==> src/design/wvd_pkg.sv <==
`timescale 1ns / 1ps
// ----------------------------------------------------------------------------
// wvd_pkg
// Shared widths, codes and control types for the window velocity block.
// ----------------------------------------------------------------------------
package wvd_pkg;

  localparam int POS_W          = 22;
  localparam int RATE_W         = 10;
  localparam int VEL_W          = 32;
  localparam int SQ_W           = 2 * POS_W;
  localparam int ROOT_W         = POS_W;
  localparam int NSUM_W         = 28;
  localparam int MEAN_W         = 22;
  localparam int DIR_W          = 2;
  localparam int DIV_N          = VEL_W;
  localparam int STEP_W         = $clog2(DIV_N);
  localparam int WINDOW_MAX_DEF = 64;

  localparam logic [RATE_W-1:0] RATE_RESET = RATE_W'(100);

  localparam logic [DIR_W-1:0] DIR_FLAT = 2'b00;
  localparam logic [DIR_W-1:0] DIR_UP   = 2'b01;
  localparam logic [DIR_W-1:0] DIR_DOWN = 2'b11;

  typedef enum logic [2:0] {
    ST_IDLE,
    ST_SUM,
    ST_ROOT,
    ST_ACC,
    ST_MUL,
    ST_LOAD,
    ST_DIV,
    ST_DONE
  } state_t;

  typedef struct packed {
    logic store;
    logic first;
    logic rad_load;
    logic root_step;
    logic acc;
    logic mul;
    logic div_load;
    logic div_step;
    logic close;
  } ctl_t;

  typedef struct packed {
    logic empty;
    logic full;
  } stat_t;

endpackage

==> src/design/wvd_div.sv <==
`timescale 1ns / 1ps
// ----------------------------------------------------------------------------
// wvd_div
// Serial restoring divider, one quotient bit per step, unsigned operands.
// ----------------------------------------------------------------------------
module wvd_div #(
  parameter int DEND_W = 32,
  parameter int DIV_W  = 7
) (
  input  logic              clk,
  input  logic              load,
  input  logic              step,
  input  logic [DEND_W-1:0] dividend,
  input  logic [DIV_W-1:0]  divisor,
  output logic [DEND_W-1:0] quotient
);

  logic [DIV_W-1:0]  rem_r, rem_nxt;
  logic [DIV_W-1:0]  dvs_r;
  logic [DEND_W-1:0] quo_r, quo_nxt;
  logic [DIV_W:0]    trial;
  logic              qbit;

  always_comb begin
    trial   = {rem_r, quo_r[DEND_W-1]};
    qbit    = (trial >= {1'b0, dvs_r});
    rem_nxt = qbit ? DIV_W'(trial - {1'b0, dvs_r}) : trial[DIV_W-1:0];
    quo_nxt = {quo_r[DEND_W-2:0], qbit};
  end

  always_ff @(posedge clk) begin
    if (load) begin
      rem_r <= '0;
      quo_r <= dividend;
      dvs_r <= divisor;
    end else if (step) begin
      rem_r <= rem_nxt;
      quo_r <= quo_nxt;
    end
  end

  assign quotient = quo_r;

endmodule

==> src/design/wvd_lane.sv <==
`timescale 1ns / 1ps
// ----------------------------------------------------------------------------
// wvd_lane
// One axis: first/latest sample, square for the norm, serial velocity divide.
// ----------------------------------------------------------------------------
module wvd_lane #(
  parameter int WINDOW_MAX = wvd_pkg::WINDOW_MAX_DEF
) (
  input  logic                                   clk,
  input  wvd_pkg::ctl_t                          ctl,
  input  logic signed [wvd_pkg::POS_W-1:0]       pos,
  input  logic        [wvd_pkg::RATE_W-1:0]      rate,
  input  logic        [$clog2(WINDOW_MAX+1)-1:0] count,
  output logic        [wvd_pkg::SQ_W-1:0]        sq,
  output logic signed [wvd_pkg::VEL_W-1:0]       vel
);
  import wvd_pkg::*;

  localparam int CNT_W  = $clog2(WINDOW_MAX + 1);
  localparam int PROD_W = POS_W + RATE_W + 2;

  logic signed [POS_W-1:0]  first_r, latest_r;
  logic        [SQ_W-1:0]   sq_r;
  logic signed [PROD_W-1:0] prod_r;
  logic signed [SQ_W-1:0]   sq_full;
  logic signed [POS_W:0]    diff;
  logic signed [PROD_W-1:0] prod;
  logic        [PROD_W-1:0] mag;
  logic        [VEL_W-1:0]  quo;

  assign sq_full = pos * pos;
  assign diff    = {latest_r[POS_W-1], latest_r} - {first_r[POS_W-1], first_r};
  assign prod    = PROD_W'(diff) * PROD_W'($signed({1'b0, rate}));
  assign mag     = prod_r[PROD_W-1] ? PROD_W'(-prod_r) : PROD_W'(prod_r);

  always_ff @(posedge clk) begin
    if (ctl.store) begin
      latest_r <= pos;
      sq_r     <= SQ_W'($unsigned(sq_full));
      if (ctl.first) begin
        first_r <= pos;
      end
    end
    if (ctl.mul) begin
      prod_r <= prod;
    end
  end

  wvd_div #(.DEND_W(VEL_W), .DIV_W(CNT_W)) u_div (
    .clk      (clk),
    .load     (ctl.div_load),
    .step     (ctl.div_step),
    .dividend (mag[VEL_W-1:0]),
    .divisor  (count),
    .quotient (quo)
  );

  always_comb begin
    if (prod_r[PROD_W-1]) begin
      if (quo > {1'b1, {(VEL_W-1){1'b0}}}) begin
        vel = {1'b1, {(VEL_W-1){1'b0}}};
      end else begin
        vel = $signed(VEL_W'(-quo));
      end
    end else if (quo[VEL_W-1]) begin
      vel = {1'b0, {(VEL_W-1){1'b1}}};
    end else begin
      vel = $signed(quo);
    end
  end

  assign sq = sq_r;

endmodule

==> config.mk <==
export PLATFORM = sky130hd
export DESIGN_NAME = wvd_lane
export DESIGN_NICKNAME = d
export VERILOG_FILES = /design/src/design/wvd_pkg.sv /design/src/design/wvd_div.sv /design/src/design/wvd_lane.sv
export SDC_FILE = /design/constraint.sdc
export NUM_CORES = 2
export LEC_CHECK = 0
export BUFFER_PORTS_ARGS = -buffer_cell sky130_fd_sc_hd__buf_2
export CORE_ASPECT_RATIO = 2
export CORE_UTILIZATION = 32
export DETAILED_ROUTE_END_ITERATION = 16
export PLACE_DENSITY_LB_ADDON = 0.25
export SYNTH_ARGS = -nofsm -noshare
export SYNTH_HDL_FRONTEND = slang
export SYNTH_HIERARCHICAL = 1
export SYNTH_SLANG_ARGS = --single-unit
==> constraint.sdc <==
create_clock -name clk -period 7.2 [get_ports clk]
set_clock_uncertainty 0.05 [all_clocks]
set_input_delay 0.36 -clock clk [delete_from_list [all_inputs] [get_ports clk]]
set_output_delay 0.36 -clock clk [all_outputs]
set_load 0.005 [all_outputs]
==> impl_metrics.json <==
{
  "grt_pass1_wl_microns": 144700,
  "final_layout_size_suffix_gt1_share_pct": 20.34,
  "synthTopCellsByArea": "fa_1 40%, edfxtp_1 14%, inv_1 9.7%",
  "cts.sinks": 165,
  "yosysSeqAreaShare_pct": 14.74,
  "synthSimpleGateAreaFrac_pct": 12.53,
  "grtUsageTotal_pct": 18.07,
  "outcome": "complete, but fails checks",
  "fin_crit_sh_pct": 102.7,
  "cp-start-kind": "register",
  "critPathTopFamily": "adder cells",
  "synth_xor_area_share_pct": 3.754,
  "viasPerCell": 4.600,
  "fp.dieH_microns": 457.0,
  "max_freq_mhz": 135.2,
  "crit_buf_inv": 5,
  "area_delta_synth_final_pct": 20.83,
  "ys_ff_latch": 165,
  "synthMuxAreaShare_pct": 1.503,
  "routed-via-count": 24310,
  "critPathMaxStageDelay_ns": 0.61,
  "die_w_microns": 229.5,
  "grt_max_degree": 78,
  "antenna_found_initial": 3,
  "place_ws_ns": -0.7185,
  "drt_pass1_iterations": 5,
  "critPathRequiredTime_ns": 7.40,
  "placementRows": 166,
  "violations": "negative setup slack",
  "async_flop_share_pct": 0,
  "dpl_cell_area_sq_um": 38500,
  "tightest_slew_ns": 1.042,
  "synthFlopType": "edfxtp_1",
  "setup_viol": 3,
  "layout_common_cells": "846 x inv_1, 644 x fa_1, 469 x buf_4, 388 x nand2_1, 234 x ha_1",
  "cts_tree": "built",
  "hp-class": "input port to register",
  "htreeDepth": 4,
  "yosys_warnings": 6,
  "cts_buffer_depth": 2,
  "fin_area_sq_um": 40030,
  "io_pins": 125,
  "synth-edff-count": 158,
  "layout.nets": 4886,
  "yosysTopAreaCell": "fa_1",
  "hpwl_microns": 78510,
  "worst_slack_ns": -0.1942,
  "drv_cap": 0,
  "synth.top_cell.area_share_pct": 39.88,
  "worstSetupEndpointType": "register",
  "cts_made_buffers": 17,
  "hold_viol_final": 0,
  "fin_crit_ns": 7.394,
  "cpMostUsedCell": "fa_1",
  "synth_top_family_by_area": "adder cells",
  "io_buffer_count": 119,
  "worstSetupPathType": "register to register",
  "slew_viol_final": 0,
  "rsz0062_at_grt": "yes",
  "clk_pin_slew_ns": 0.08,
  "synth_area_sq_um": 33130,
  "wirelength_microns": 90420,
  "synth.distinct_cells": 87,
  "critPathMaxFanout": 8,
  "grt.overflow.total": 0,
  "start_util_pct": 32.35,
  "wl_per_cell_microns": 17.11,
  "drtAntennaViolNets": 0,
  "clk_latency_ns": 0.52,
  "syn_nets": 4364,
  "cp_data_arrival_time_ns": 7.59,
  "slew_headroom_pct": 30.55,
  "slowest_stage": "fa_1",
  "core_area_sq_um": 102400,
  "dieArea_sq_um": 104900,
  "synthCells": 3404,
  "grt_pass1_vias": 27600,
  "placed_cells": 5210,
  "syn_avg_cell_area_sq_um": 9.732,
  "mostFrequentLayoutCell": "inv_1",
  "synth-compound-area-share_pct": 7.157,
  "stdcell_count": 5285,
  "clock_tree.root_cell": "clkbuf_16",
  "gp_congestion": 0.8688,
  "nFillCells": 10360,
  "synthAdderAreaFrac_pct": 49.36,
  "drc": 0,
  "drt_iter0_markers": 744
}
[layout make-up]
cell class | instances | area [sq um] | area share, %
Clock inverter | 14 | 126.4 | 0.3157
Timing Repair Buffer | 606 | 4410 | 11.02
Clock buffer | 18 | 429.2 | 1.072
Sequential cell | 165 | 4885 | 12.20
Multi-Input combinational cell | 2282 | 25290 | 63.17
Antenna cell | 2 | 5.005 | 0.01250
Inverter | 854 | 3206 | 8.008
Tap cell | 1344 | 1682 | 4.201
[logic make-up (layout without fill, tap and decap cells)]
family	after synthesis	in the layout
buf+inv	957	1492
fa+ha+maj	911	911
simple gates	836	836
compound gates	347	347
flops	165	165
xor+xnor	142	142
mux	45	45
other cells	1	3
[worst register-to-register path: cells and delay by family, from the launching register on]
kind / cells / cell delay (ns)
AOI/OAI and AO/OA: 14 / 2.03
xor gates and xnor gates: 2 / 0.27
DFF: 1 / 0.38
and+or+nand+nor: 3 / 0.65
adders and majority gates: 7 / 3.13
buffers and inverters: 5 / 0.60
[Yosys cell counts (40+ instances only)]
cell type	count
o21ai_0	62
nor2_1	73
edfxtp_1	158
ha_1	251
fa_1	660
a21oi_1	84
nand2_1	396
a21o_1	41
xnor2_1	116
nor2b_1	40
inv_1	854
clkbuf_1	89
and2_1	169
[timing repair]
action                                 in CTS  in global routing
pin swaps                                  31                 54
resized for setup                          46                 98
hold buffers                                7                  0
endpoints found under the hold margin       7                  0
setup endpoints to repair                  15                 20
buffers inserted                           25                 11
[path summary, 6_finish.rpt]
path,end,cells past startpoint,slack [ns],start
worst max-delay path,prod_r[30],31,-0.19,first_r[1]
worst min-delay path,sq[27],1,0.26,ctl[8]
worst max register to register,prod_r[30],31,-0.19,first_r[1]
worst min register to register,u_div/rem_r[2],2,0.50,u_div/rem_r[1]
[stage by stage]
step | hold slack (ns) | TNS [ns] | util, %
CTS | 0.2175 | -0.6767 | 38.59
finish | 0.2608 | -0.4212 | 39.09
global route | 0.2366 | -2.839 | 39.09
global placement | 0.4905 | -7.186 | 37.60
detailed placement | 0.4889 | -8.015 | 37.60
floorplan | 0.4089 | -0.03692 | -
[metal layers]
layer | GRT usage [%] | vias to the layer above | share of wire (%)
li1 | - | 11480 | -
met1 | 16.19 | 12370 | 32
met2 | 38.00 | 314 | 61
met3 | 1.248 | 142 | 1.4
met4 | 10.50 | 2 | 5.7
met5 | 0 | - | 0.010
[registers in the layout, indices dropped and copies added (netlist names)]
register and count:
sq 42, prod_r 33, u_div/quotient 32, first_r 22, latest_r 22, u_div/dvs_r 7, u_div/rem_r 7
Power is not shown: default switching activity piles up to over one toggle a cycle in this logic, so the estimate is an artifact.
