===== src/design/wvd_pkg.sv =====
`timescale 1ns / 1ps
// ----------------------------------------------------------------------------
// wvd_pkg
// Shared widths, codes and control types for the window velocity block.
// ----------------------------------------------------------------------------
package wvd_pkg;

  localparam int POS_W          = 22;
  localparam int RATE_W         = 10;
  localparam int VEL_W          = 32;
  localparam int SQ_W           = 2 * POS_W;
  localparam int ROOT_W         = POS_W;
  localparam int NSUM_W         = 28;
  localparam int MEAN_W         = 22;
  localparam int DIR_W          = 2;
  localparam int DIV_N          = VEL_W;
  localparam int STEP_W         = $clog2(DIV_N);
  localparam int WINDOW_MAX_DEF = 64;

  localparam logic [RATE_W-1:0] RATE_RESET = RATE_W'(100);

  localparam logic [DIR_W-1:0] DIR_FLAT = 2'b00;
  localparam logic [DIR_W-1:0] DIR_UP   = 2'b01;
  localparam logic [DIR_W-1:0] DIR_DOWN = 2'b11;

  typedef enum logic [2:0] {
    ST_IDLE,
    ST_SUM,
    ST_ROOT,
    ST_ACC,
    ST_MUL,
    ST_LOAD,
    ST_DIV,
    ST_DONE
  } state_t;

  typedef struct packed {
    logic store;
    logic first;
    logic rad_load;
    logic root_step;
    logic acc;
    logic mul;
    logic div_load;
    logic div_step;
    logic close;
  } ctl_t;

  typedef struct packed {
    logic empty;
    logic full;
  } stat_t;

endpackage


===== src/design/wvd_div.sv =====
`timescale 1ns / 1ps
// ----------------------------------------------------------------------------
// wvd_div
// Serial restoring divider, one quotient bit per step, unsigned operands.
// ----------------------------------------------------------------------------
module wvd_div #(
  parameter int DEND_W = 32,
  parameter int DIV_W  = 7
) (
  input  logic              clk,
  input  logic              load,
  input  logic              step,
  input  logic [DEND_W-1:0] dividend,
  input  logic [DIV_W-1:0]  divisor,
  output logic [DEND_W-1:0] quotient
);

  logic [DIV_W-1:0]  rem_r, rem_nxt;
  logic [DIV_W-1:0]  dvs_r;
  logic [DEND_W-1:0] quo_r, quo_nxt;
  logic [DIV_W:0]    trial;
  logic              qbit;

  always_comb begin
    trial   = {rem_r, quo_r[DEND_W-1]};
    qbit    = (trial >= {1'b0, dvs_r});
    rem_nxt = qbit ? DIV_W'(trial - {1'b0, dvs_r}) : trial[DIV_W-1:0];
    quo_nxt = {quo_r[DEND_W-2:0], qbit};
  end

  always_ff @(posedge clk) begin
    if (load) begin
      rem_r <= '0;
      quo_r <= dividend;
      dvs_r <= divisor;
    end else if (step) begin
      rem_r <= rem_nxt;
      quo_r <= quo_nxt;
    end
  end

  assign quotient = quo_r;

endmodule


===== src/design/wvd_merge.sv =====
`timescale 1ns / 1ps
// ----------------------------------------------------------------------------
// wvd_merge
// Combines lane squares: serial square root, norm sum, count, mean, direction.
// ----------------------------------------------------------------------------
module wvd_merge #(
  parameter int WINDOW_MAX = wvd_pkg::WINDOW_MAX_DEF
) (
  input  logic                                   clk,
  input  logic                                   rst_n,
  input  wvd_pkg::ctl_t                          ctl,
  input  logic        [wvd_pkg::SQ_W-1:0]        sq_x,
  input  logic        [wvd_pkg::SQ_W-1:0]        sq_y,
  input  logic        [wvd_pkg::SQ_W-1:0]        sq_z,
  output wvd_pkg::stat_t                         stat,
  output logic        [$clog2(WINDOW_MAX+1)-1:0] count,
  output logic        [wvd_pkg::MEAN_W-1:0]      mean,
  output logic signed [wvd_pkg::DIR_W-1:0]       dir
);
  import wvd_pkg::*;

  localparam int CNT_W = $clog2(WINDOW_MAX + 1);
  localparam int REM_W = ROOT_W + 2;

  logic [SQ_W-1:0]   rad_r;
  logic [REM_W-1:0]  rem_r;
  logic [ROOT_W-1:0] root_r;
  logic [NSUM_W-1:0] nsum_r;
  logic [CNT_W-1:0]  cnt_r;
  logic [MEAN_W-1:0] prev_r;
  logic              have_prev_r;
  logic [REM_W+1:0]  rtry;
  logic [REM_W+1:0]  rbase;
  logic              rbit;
  logic [NSUM_W:0]   nsum_add;
  logic [VEL_W-1:0]  quo;

  always_comb begin
    rtry  = {rem_r, rad_r[SQ_W-1 -: 2]};
    rbase = (REM_W + 2)'({root_r, 2'b01});
    rbit  = (rtry >= rbase);
  end

  assign nsum_add = {1'b0, nsum_r} + (NSUM_W + 1)'(root_r);

  always_ff @(posedge clk) begin
    if (ctl.rad_load) begin
      rad_r  <= sq_x + sq_y + sq_z;
      rem_r  <= '0;
      root_r <= '0;
    end else if (ctl.root_step) begin
      rad_r  <= {rad_r[SQ_W-3:0], 2'b00};
      rem_r  <= rbit ? REM_W'(rtry - rbase) : REM_W'(rtry);
      root_r <= {root_r[ROOT_W-2:0], rbit};
    end
  end

  always_ff @(posedge clk) begin
    if (!rst_n) begin
      nsum_r      <= '0;
      cnt_r       <= '0;
      prev_r      <= '0;
      have_prev_r <= 1'b0;
    end else if (ctl.close) begin
      nsum_r      <= '0;
      cnt_r       <= '0;
      prev_r      <= mean;
      have_prev_r <= 1'b1;
    end else if (ctl.acc) begin
      nsum_r <= nsum_add[NSUM_W] ? {NSUM_W{1'b1}} : nsum_add[NSUM_W-1:0];
      cnt_r  <= cnt_r + 1'b1;
    end
  end

  wvd_div #(.DEND_W(VEL_W), .DIV_W(CNT_W)) u_div (
    .clk      (clk),
    .load     (ctl.div_load),
    .step     (ctl.div_step),
    .dividend (VEL_W'(nsum_r)),
    .divisor  (cnt_r),
    .quotient (quo)
  );

  assign mean = quo[MEAN_W-1:0];

  always_comb begin
    if (!have_prev_r || mean == prev_r) begin
      dir = DIR_FLAT;
    end else if (mean > prev_r) begin
      dir = DIR_UP;
    end else begin
      dir = DIR_DOWN;
    end
  end

  assign stat.empty = (cnt_r == '0);
  assign stat.full  = (cnt_r == CNT_W'(WINDOW_MAX));
  assign count      = cnt_r;

endmodule


===== config.mk =====
export PLATFORM = sky130hd
export DESIGN_NAME = wvd_merge
export DESIGN_NICKNAME = d
export VERILOG_FILES = /design/src/design/wvd_pkg.sv /design/src/design/wvd_div.sv /design/src/design/wvd_merge.sv
export SDC_FILE = /design/constraint.sdc
export NUM_CORES = 1
export LEC_CHECK = 0
export BUFFER_PORTS_ARGS = -buffer_cell sky130_fd_sc_hd__buf_4
export CAP_MARGIN = 20
export CELL_PAD_IN_SITES_DETAIL_PLACEMENT = 1
export CELL_PAD_IN_SITES_GLOBAL_PLACEMENT = 2
export CORE_MARGIN = 3
export CORE_UTILIZATION = 40
export CTS_CLUSTER_SIZE = 24
export DETAILED_ROUTE_END_ITERATION = 12
export PLACE_DENSITY_LB_ADDON = 0.1
export SETUP_SLACK_MARGIN = 0.4
export SKIP_LAST_GASP = 1
export SYNTH_ARGS = -nofsm -noshare
export SYNTH_HDL_FRONTEND = slang
export SYNTH_SLANG_ARGS = --single-unit

===== constraint.sdc =====
create_clock -name clk -period 11.05 [get_ports clk]
set_input_delay 1.6575 -clock clk [delete_from_list [all_inputs] [get_ports clk]]
set_output_delay 1.6575 -clock clk [all_outputs]
set_load 0.05 [all_outputs]

==> results.txt, run 1 <==
In the routed design, unresolved DRC markers number 0. From left edge to right edge, the die measures 193 um. Post-cts resize count: 0. The worst hold path begins at have_prev_r$_SDFFE_PN0P_. In the synthesized netlist the dominant register cell turns out to be sky130_fd_sc_hd__dfxtp_1. The average instance in the mapped netlist occupies 9.67 um2. The cell with the largest stage delay on the worst path was sky130_fd_sc_hd__fa_1. After floorplanning, the core was divided into 67 placement rows. Leaving out fill and tap cells, the most frequent cells in the layout are sky130_fd_sc_hd__buf_4, sky130_fd_sc_hd__a21oi_1, sky130_fd_sc_hd__ha_1. The congestion estimate from routability-driven global placement came to 0.808. The kind of cell with the highest combined delay along the critical path is compound AO/OA/AOI/OAI gates. Antenna diode count: 0.

The finished layout holds 2032 standard cells, fillers aside. The tool flagged a number of max-cap violations equal to 0. Summing all non-filler instances in the final layout gives an area of 16100 um2.

The iteration count of the initial detailed-routing pass is 4. The post-synthesis cell type count came out at 71. The power density relative to cell area came out at 185 nW/um2. The routed design has 33500 um of wire. The logs give 0 for the final count of hold timing violations and 0 for the count of final setup violators.

The clock period minus final worst setup slack was 4.96 ns; the number of routed nets with antenna violations was 0. The layout-stage area growth over the synthesis result is 15.1%, and the data arrival time of the critical path is 5.16 ns. The clock arrives with 0.0177 ns of skew. Setup repair after global routing left no endpoint under its margin. The run gives 0 as the count of synthesis-stage warnings from yosys.

The floorplan step defined a die boundary enclosing 37300 um2. For the worst flop-to-flop path, the logic depth is 11. The worst-margin pin slew was 1.03 ns; the post-CTS setup repair buffer count was 0. The detailed placer's ending HPWL came out at 25900 um. The worst register-to-register path begins at root_r[5]$_SDFFE_PP0P_.

In the final design database the tool counted 1879 nets. The tools report the hold path endpoint as have_prev_r$_SDFFE_PN0P_. The worst setup path is launched from a primary input. The setup path with the least slack is of type in2reg. Static timing analysis puts the maximum clock frequency at 0.202 GHz. The H-tree was split into 4 levels. Dividing the detail-routed wire length by the instance count gives 16.5 um.

Including well taps, the total number of placed cells is 1999. After synthesis, flip-flops and latches occupy 33.4% of the total area. Class of the tightest hold or removal check: reg2reg. The logs give 10.8k for the routed via count and 0.46 ns for the clock latency on the worst-skew pair.

The count of cells along the worst hold path is 1, and the number of buffers created by CTS is 17. For this design, the CTS-stage hold fixing added 0 buffers. The end of the worst register-to-register path was rem_r[14]$_SDFFE_PP0P_. The via count of the first global-routing pass is 11.3k. In this run the cell area of the synthesized design comes to 14000 um2.

Across the VDD grid, the largest voltage drop is 0.103 mV. The via count normalized by instance count is 5.33, and the number of max-slew violations in the final report is 0. After technology mapping, the gate count stands at 1448. The number of antenna violations at the first check in global routing was 0; the utilization after layout was 47.3%. After routing, the total negative slack on setup checks comes to 0 ns. The run finished with clean final reports.

The final critical path takes up 44.9% of the cycle. The logs give 8600 um2 for the multi-input logic area and 176 for the top-level port count. Final hold analysis gives a worst-case slack of 0.482 ns. The analysis attributes to cell leakage a power of 6.84 nW. Walking the worst path, the cells encountered are buf_4 > fa_1 > ha_1 > a211oi_1 > o21ai_0 > a31o_2 > a211oi_2 > o21ai_0 > a221oi_2 > o31ai_1 > xor2_1 > mux2_2.

After filler insertion, the fill cell instance count of the layout stands at 3937. The total design power is 2.98 mW. The cell with the most instances on the worst path was sky130_fd_sc_hd__o21ai_0. The core region is 34000 um2.

In the final layout, flip-flops and latches occupy 4670 um2. The number of nets in the synthesized netlist was 1756; the largest net degree at the start of global routing was 69. TritonCTS built the clock tree. Counting buffers and inverters, the worst setup path is 12 cells deep.

Cells with a size suffix above 1 make up 18.8% of the layout. Measured along the y axis, the die boundary spans 193 um. The largest single stage delay on the critical path is 0.49 ns.

Counting flops and latches in the post-synthesis netlist gives 194. The count of buffering cells on the critical path with inverters included was 1. The worst path required time came out at 11.25 ns. After layout, the worst setup slack is 6.09 ns. The run gives 41.1% as the starting density of the core. The tree built by TritonCTS fans out to 194 sinks. Along the worst path, the maximum fanout reaches 3. After synthesis, the share of flip-flops with an asynchronous set or reset is 0%. During placement, the flow inserted port buffers numbering 172. The worst register-to-register path has a setup slack of 7.48 ns. After global routing the overflow that remains totals 0. For the overall routing resource usage, the log shows 18.2%. Critical path endpoint category: a flop. The CTS clock-pin slew for the worst setup and hold paths was 0.08 ns; the buffer levels on the longest clock path was 2. CTS placed an instance of sky130_fd_sc_hd__clkbuf_16 at the clock tree root.

The area of placed instances is 15500 um2. Counting flops with a built-in enable in the synthesized netlist gives 79. The first global-routing pass estimated 55800 um of wire.

In this run the tightest slew margin relative to its limit is 30.8%. The logs give 5.65 ns for the setup slack after placement and 347 for the count of routing violations after the opening detailed-route iteration. The commonest non-fill, non-tap cell in the layout is sky130_fd_sc_hd__buf_4.
-- registers in the layout (all words and copies together), names as in the netlist --
register and cells:
rem_r 24, u_div.quotient 32, rad_r 44, root_r 22, u_div.dvs_r 7, nsum_r 28
prev_r 22, count 7, u_div.rem_r 7, have_prev_r 1
-- worst register-to-register path, cell delays in order, from the launching register on --
cell                       delay [ns]
sky130_fd_sc_hd__dfxtp_1         0.39
sky130_fd_sc_hd__inv_1           0.08
sky130_fd_sc_hd__ha_1            0.36
sky130_fd_sc_hd__a2111o_1        0.47
sky130_fd_sc_hd__o21ai_2         0.20
sky130_fd_sc_hd__a31o_4          0.21
sky130_fd_sc_hd__o311a_1         0.24
sky130_fd_sc_hd__a21o_1          0.48
sky130_fd_sc_hd__buf_4           0.43
sky130_fd_sc_hd__mux2_2          0.39
sky130_fd_sc_hd__mux2i_1         0.13
sky130_fd_sc_hd__nor2_1          0.05
-- per-layer routing --
layer / track usage, % / share of wire, % / wire [um]
met5: 0 / 0 / 0
met4: 4.62 / 1.4 / 460
met3: 2.42 / 2.3 / 780
met2: 32.1 / 49 / 16600
met1: 23.6 / 47 / 15700
-- synth_stat cells (4+ instances only) --
cell type / count / share of area, %
sky130_fd_sc_hd__xor2_1: 41 / 2.6
sky130_fd_sc_hd__o21a_1: 14 / 0.75
sky130_fd_sc_hd__buf_1: 8 / 0.21
sky130_fd_sc_hd__buf_4: 22 / 1.2
sky130_fd_sc_hd__o21ai_0: 75 / 2.7
sky130_fd_sc_hd__or2_2: 12 / 0.54
sky130_fd_sc_hd__buf_2: 4 / 0.14
sky130_fd_sc_hd__nand3_1: 17 / 0.61
sky130_fd_sc_hd__a21o_1: 46 / 2.5
sky130_fd_sc_hd__clkbuf_1: 37 / 0.99
sky130_fd_sc_hd__dfxtp_1: 115 / 16
sky130_fd_sc_hd__fa_1: 46 / 6.6
sky130_fd_sc_hd__o31ai_1: 8 / 0.43
sky130_fd_sc_hd__nor2b_1: 33 / 1.5
sky130_fd_sc_hd__nor2_1: 102 / 2.7
sky130_fd_sc_hd__inv_1: 95 / 2.5
sky130_fd_sc_hd__nor4_1: 4 / 0.18
sky130_fd_sc_hd__mux2i_1: 63 / 4.5
sky130_fd_sc_hd__o21bai_1: 19 / 1.0
sky130_fd_sc_hd__o22ai_1: 4 / 0.18
sky130_fd_sc_hd__xnor2_1: 49 / 3.1
sky130_fd_sc_hd__o211ai_1: 13 / 0.70
sky130_fd_sc_hd__nand2b_1: 18 / 0.80
sky130_fd_sc_hd__edfxtp_1: 79 / 17
sky130_fd_sc_hd__nor3_1: 13 / 0.46
sky130_fd_sc_hd__a211oi_1: 23 / 1.2
sky130_fd_sc_hd__or3_1: 7 / 0.31
sky130_fd_sc_hd__ha_1: 119 / 11
sky130_fd_sc_hd__a41oi_1: 4 / 0.25
sky130_fd_sc_hd__nand2_1: 72 / 1.9
sky130_fd_sc_hd__and3_1: 7 / 0.31
sky130_fd_sc_hd__a21oi_1: 123 / 4.4
sky130_fd_sc_hd__and2_1: 4 / 0.18
sky130_fd_sc_hd__nand4_1: 21 / 0.94
sky130_fd_sc_hd__a31oi_1: 10 / 0.45
sky130_fd_sc_hd__mux2_2: 65 / 5.2
-- where the power goes --
part | switching (mW) | internal [mW] | total, mW
clock | 0.323 | 0.304 | 0.627
combinational | 0.758 | 0.636 | 1.39
sequential | 0.0703 | 0.885 | 0.955
-- layout make-up --
cell class                      instances  area share [%]
Clock buffer                           17            2.64
Clock inverter                         15            1.01
Inverter                               95            2.21
Multi-Input combinational cell       1087            53.4
Sequential cell                       194            29.0
Tap cell                              448            3.48
Timing Repair Buffer                  176            8.28
-- worst max-delay path by stage --
stage | slack, ns | start | to
2_1_floorplan | 6.37 | sq_x[1] | rad_r[35]$_DFFE_PP_
3_3_place_gp | 5.70 | sq_x[2] | rad_r[40]$_DFFE_PP_
3_5_place_dp | 5.65 | sq_x[2] | rad_r[40]$_DFFE_PP_
4_1_cts | 6.11 | sq_x[2] | rad_r[40]$_DFFE_PP_
5_1_grt | 5.86 | sq_x[2] | rad_r[40]$_DFFE_PP_
6_report | 6.09 | sq_x[2] | rad_r[40]$_DFFE_PP_
-- cell families (layout without fill, tap and decap cells) --
kind of cell    Yosys count  count (layout)  synth area share [%]
compound gates          384             384                  17.8
xor+xnor                 90              90                  5.63
fa+ha+maj               165             165                  17.2
buf+inv                 167             303                  5.16
flops                   194             194                  33.4
mux                     128             128                  9.73
simple gates            320             320                  11.1
(Power assumes the default switching activity.)
==> run 2, diff against run 1 <==
- ABC_AREA: unset -> 1
- CORE_UTILIZATION: 40 -> 31
- clock period: 11.05 -> 4.22 ns (I/O delays scaled with it)
==> results.txt, run 2 <==
The flow ran to the end, and the final reports show no timing, DRC or antenna violations. The run gives 45900 um (+37%) as the routed wire length. Based on the critical path, the design can be clocked at up to 0.322 GHz. The worst path required time came out at 3.59 ns (-7.66 ns). The critical path endpoint category was an output port. The tools report the worst hold path startpoint as ctl[0]. The number of filler instances in the final layout was 6019 (+53%); the mean routed wirelength per cell was 15.9 um (-3.4%). The vertical die dimension is 226 um (+17%). The kind of launch point of the worst setup path was a flop.

The class of the tightest hold or removal check was in2reg. The detailed placer's ending HPWL is 37900 um (+46%), and the power density relative to cell area is 457 nW/um2 (+150%). The via count normalized by instance count works out to 4.84 (-9.2%).

The run gives 4 (unchanged) as the level count of the clock H-tree. The fraction of the yosys area taken by sequential cells is 31.1% (-2.3 points), and the post-synthesis register bit count is 194 (unchanged). The library cell with the largest summed area after synthesis is sky130_fd_sc_hd__edfxtp_1. The final-layout setup total negative slack is 0 ns (unchanged), and the sum of overflow across all layers after global routing is 0 (unchanged). The number of max-slew violations in the final report came out at 0 (unchanged). Leaving out fill and tap cells, the most frequent cell in the layout is sky130_fd_sc_hd__nand2_1. The final RePlAce weighted congestion is 0.826 (+2.2%). The tools report the final non-filler cell area as 17400 um2 (+8.1%). The root buffer cell was sky130_fd_sc_hd__clkbuf_16.

Launch instance of the worst register-to-register path: root_r[15]$_SDFFE_PP0P_. The final clock skew was 0.0138 ns (-0.00386 ns); the layout-stage area growth over the synthesis result was 15.8%. The overall die width was 226 um (+17%). By area the synthesized netlist is led by sky130_fd_sc_hd__edfxtp_1, sky130_fd_sc_hd__nand2_1, sky130_fd_sc_hd__dfxtp_1, sky130_fd_sc_hd__ha_1, sky130_fd_sc_hd__inv_1. The proportion of synthesized flip-flops having asynchronous set or reset was 0% (unchanged); the CTS clock-pin slew for the worst setup and hold paths was 0.08 ns (about the same).

The count of final setup violators was 0 (unchanged). For the iteration count of the initial detailed-routing pass, the log shows 5 (+1). The routed via count was 13.9k (+29%); the fraction of post-synthesis cell area in the top cell type by area was 15.8% (-1.2 points). The post-synthesis cell type count is 44 (-38%).

The number of enable-type register cells in the synthesized netlist was 79 (unchanged); the via count of the first global-routing pass was 14.8k (+30%). The ratio of final minimum period to clock period was 73.6%. The TritonCTS sink count is 194 (unchanged), and the number of buffers created by CTS is 17 (unchanged). The logs give 2.47 ns (-2.69 ns) for the data arrival time of the critical path and 32.8% (+2.1 points) for the worst-case headroom to the max-slew limit. The logs give 0 (unchanged) for the number of routed nets with antenna violations and 51200 um2 (+37%) for the total die area. Setup repair after global routing left no endpoint under its margin. The first-pass GRT wire length came out at 75500 um (+35%). The count of synthesis-stage warnings from yosys is 0 (unchanged). The max capacitance violation total came out at 0 (unchanged).

The fraction of final layout cells sized beyond drive strength 1 was 10.3% (-8.5 points). The DRC violations left is 0 (unchanged), and the count of buffers inserted at the top-level ports is 172 (unchanged). The area of placed instances is 16800 um2 (+8.3%), and the number of antenna violations at the first check in global routing is 0 (unchanged). The count of hold buffers inserted by post-cts repair was 0 (unchanged); the average instance area after synthesis was 7.10 um2 (-27%). The cell area after synthesis is 15000 um2 (+7.5%), and the number of placement rows is 80 (+19%).

The largest voltage drop on the vdd net was 0.220 mV (+110%); the leakage dissipation was 8.27 nW (+21%). The peak per-stage delay on the critical path came out at 0.55 ns (+0.06 ns). TritonCTS built the clock tree. The most common cell in the netlist is sky130_fd_sc_hd__nand2_1.

The worst setup path is of the reg2out kind. The smallest clock period supported by the final layout is computed as 3.11 ns. The largest net degree at the start of global routing was 65 (-5.8%); the starting density of the core was 31.4% (-9.7 points). The overall routing resource usage is 18.3% (+0.15 points), and the post-CTS setup repair buffer count is 0 (unchanged). The logs give 2 (unchanged) for the buffer levels on the longest clock path and 0 (unchanged) for the antenna diode count. The worst hold slack after final layout is 0.374 ns (-0.108 ns). The number of nets in the synthesized netlist came out at 2427 (+38%). For the total design power, the log shows 7.95 mW (+170%). The logs give 176 (unchanged) for the top-level port count and 0 (unchanged) for the post-cts resize count.

Final count of hold timing violations: 0 (unchanged). In this run the worst setup path begins at u_div.quotient[21]$_DFFE_PP_. The flip-flop count of the largest register, all copies and words added is 44 (unchanged).

Ranked by flip-flop count, first place goes to rad_r. The run gives 2119 (+46%) as the gate count of the mapped netlist. By count the netlist is led by sky130_fd_sc_hd__nand2_1, sky130_fd_sc_hd__inv_1, sky130_fd_sc_hd__nor2_1, sky130_fd_sc_hd__a21oi_1, sky130_fd_sc_hd__o21ai_0. In the synthesized netlist the dominant register cell turns out to be sky130_fd_sc_hd__dfxtp_1. Count of routing violations after the opening detailed-route iteration: 634 (+83%).

The signal on the critical path passes through ha_1 > nand2_1 > nor4_1 > nand4_1 > nand3_1 > nor3_1 > buf_4. The biggest fanout along the worst timing path is 4 (+1). The core region area is 47800 um2 (+41%). In the layout the commonest cells are sky130_fd_sc_hd__nand2_1, sky130_fd_sc_hd__inv_1, sky130_fd_sc_hd__nor2_1. The layout net count was 2563 (+36%); the worst-margin pin slew was 1.01 ns (-0.0252 ns).

On the critical path, the stage with the largest delay is an instance of sky130_fd_sc_hd__edfxtp_1. The tools report the clock latency on the worst-skew pair as 0.46 ns (about the same).
[run 2: critical path, delay by kind of cell, from the launching register on]
family                     cells  cell delay [ns]
adders and majority gates      1             0.37
buffers and inverters          1             0.18
DFF                            1             0.55
and+or+nand+nor                5             0.92
[run 2: logic make-up (layout without fill, tap and decap cells)]
kind of cell | after synthesis | after routing | synth area share (%)
adder cells (fa/ha/maj) | 165 | 165 | 16.0
AO/OA/AOI/OAI | 388 | 388 | 13.8
XOR/XNOR | 55 | 55 | 3.20
AND/OR/NAND/NOR | 981 | 981 | 26.6
buffers and inverters | 336 | 485 | 9.22
flip-flops | 194 | 194 | 31.1
[run 2: final cells by class]
class	instances	area (um2)	share of cell area (%)
clock buffers	20	457	2.62
clock inverters	12	95.1	0.546
inverters	271	1020	5.84
multi-input cells	1589	8980	51.6
flip-flops and latches	194	4670	26.8
well taps	615	769	4.42
repair buffers	182	1420	8.15
[run 2: final timing paths]
kind / endpoint / slack, ns / cells past startpoint
setup reg to reg: rem_r[12]$_SDFFE_PP0P_ / 1.44 / 12
setup / recovery: dir[1] / 1.11 / 7
hold reg to reg: prev_r[16]$_SDFFE_PN0P_ / 0.46 / 2
hold / removal: prev_r[0]$_SDFFE_PN0P_ / 0.37 / 2
[run 2: through the flow]
step	worst slack, ns	util (%)	std cells
2_1_floorplan	1.23	-	2119
3_5_place_dp	0.678	35.1	2848
6_report	1.11	36.4	2883
3_3_place_gp	0.730	35.1	2848
4_1_cts	1.11	36.2	2880
5_1_grt	0.907	36.4	2883
[run 2: power by group]
part / switching [mW] / internal (mW) / leakage [nW]
clock network: 0.795 / 0.799 / 0.275
registers: 0.161 / 2.26 / 1.78
logic: 2.54 / 1.40 / 6.22
[run 2: per-layer routing]
layer	vias up	global-route usage (%)	wire length, um
met5	-	0	0
met4	0	4.28	637
met3	31	2.02	1060
met2	164	32.1	22200
met1	6576	24.3	22100
li1	7172	-	-
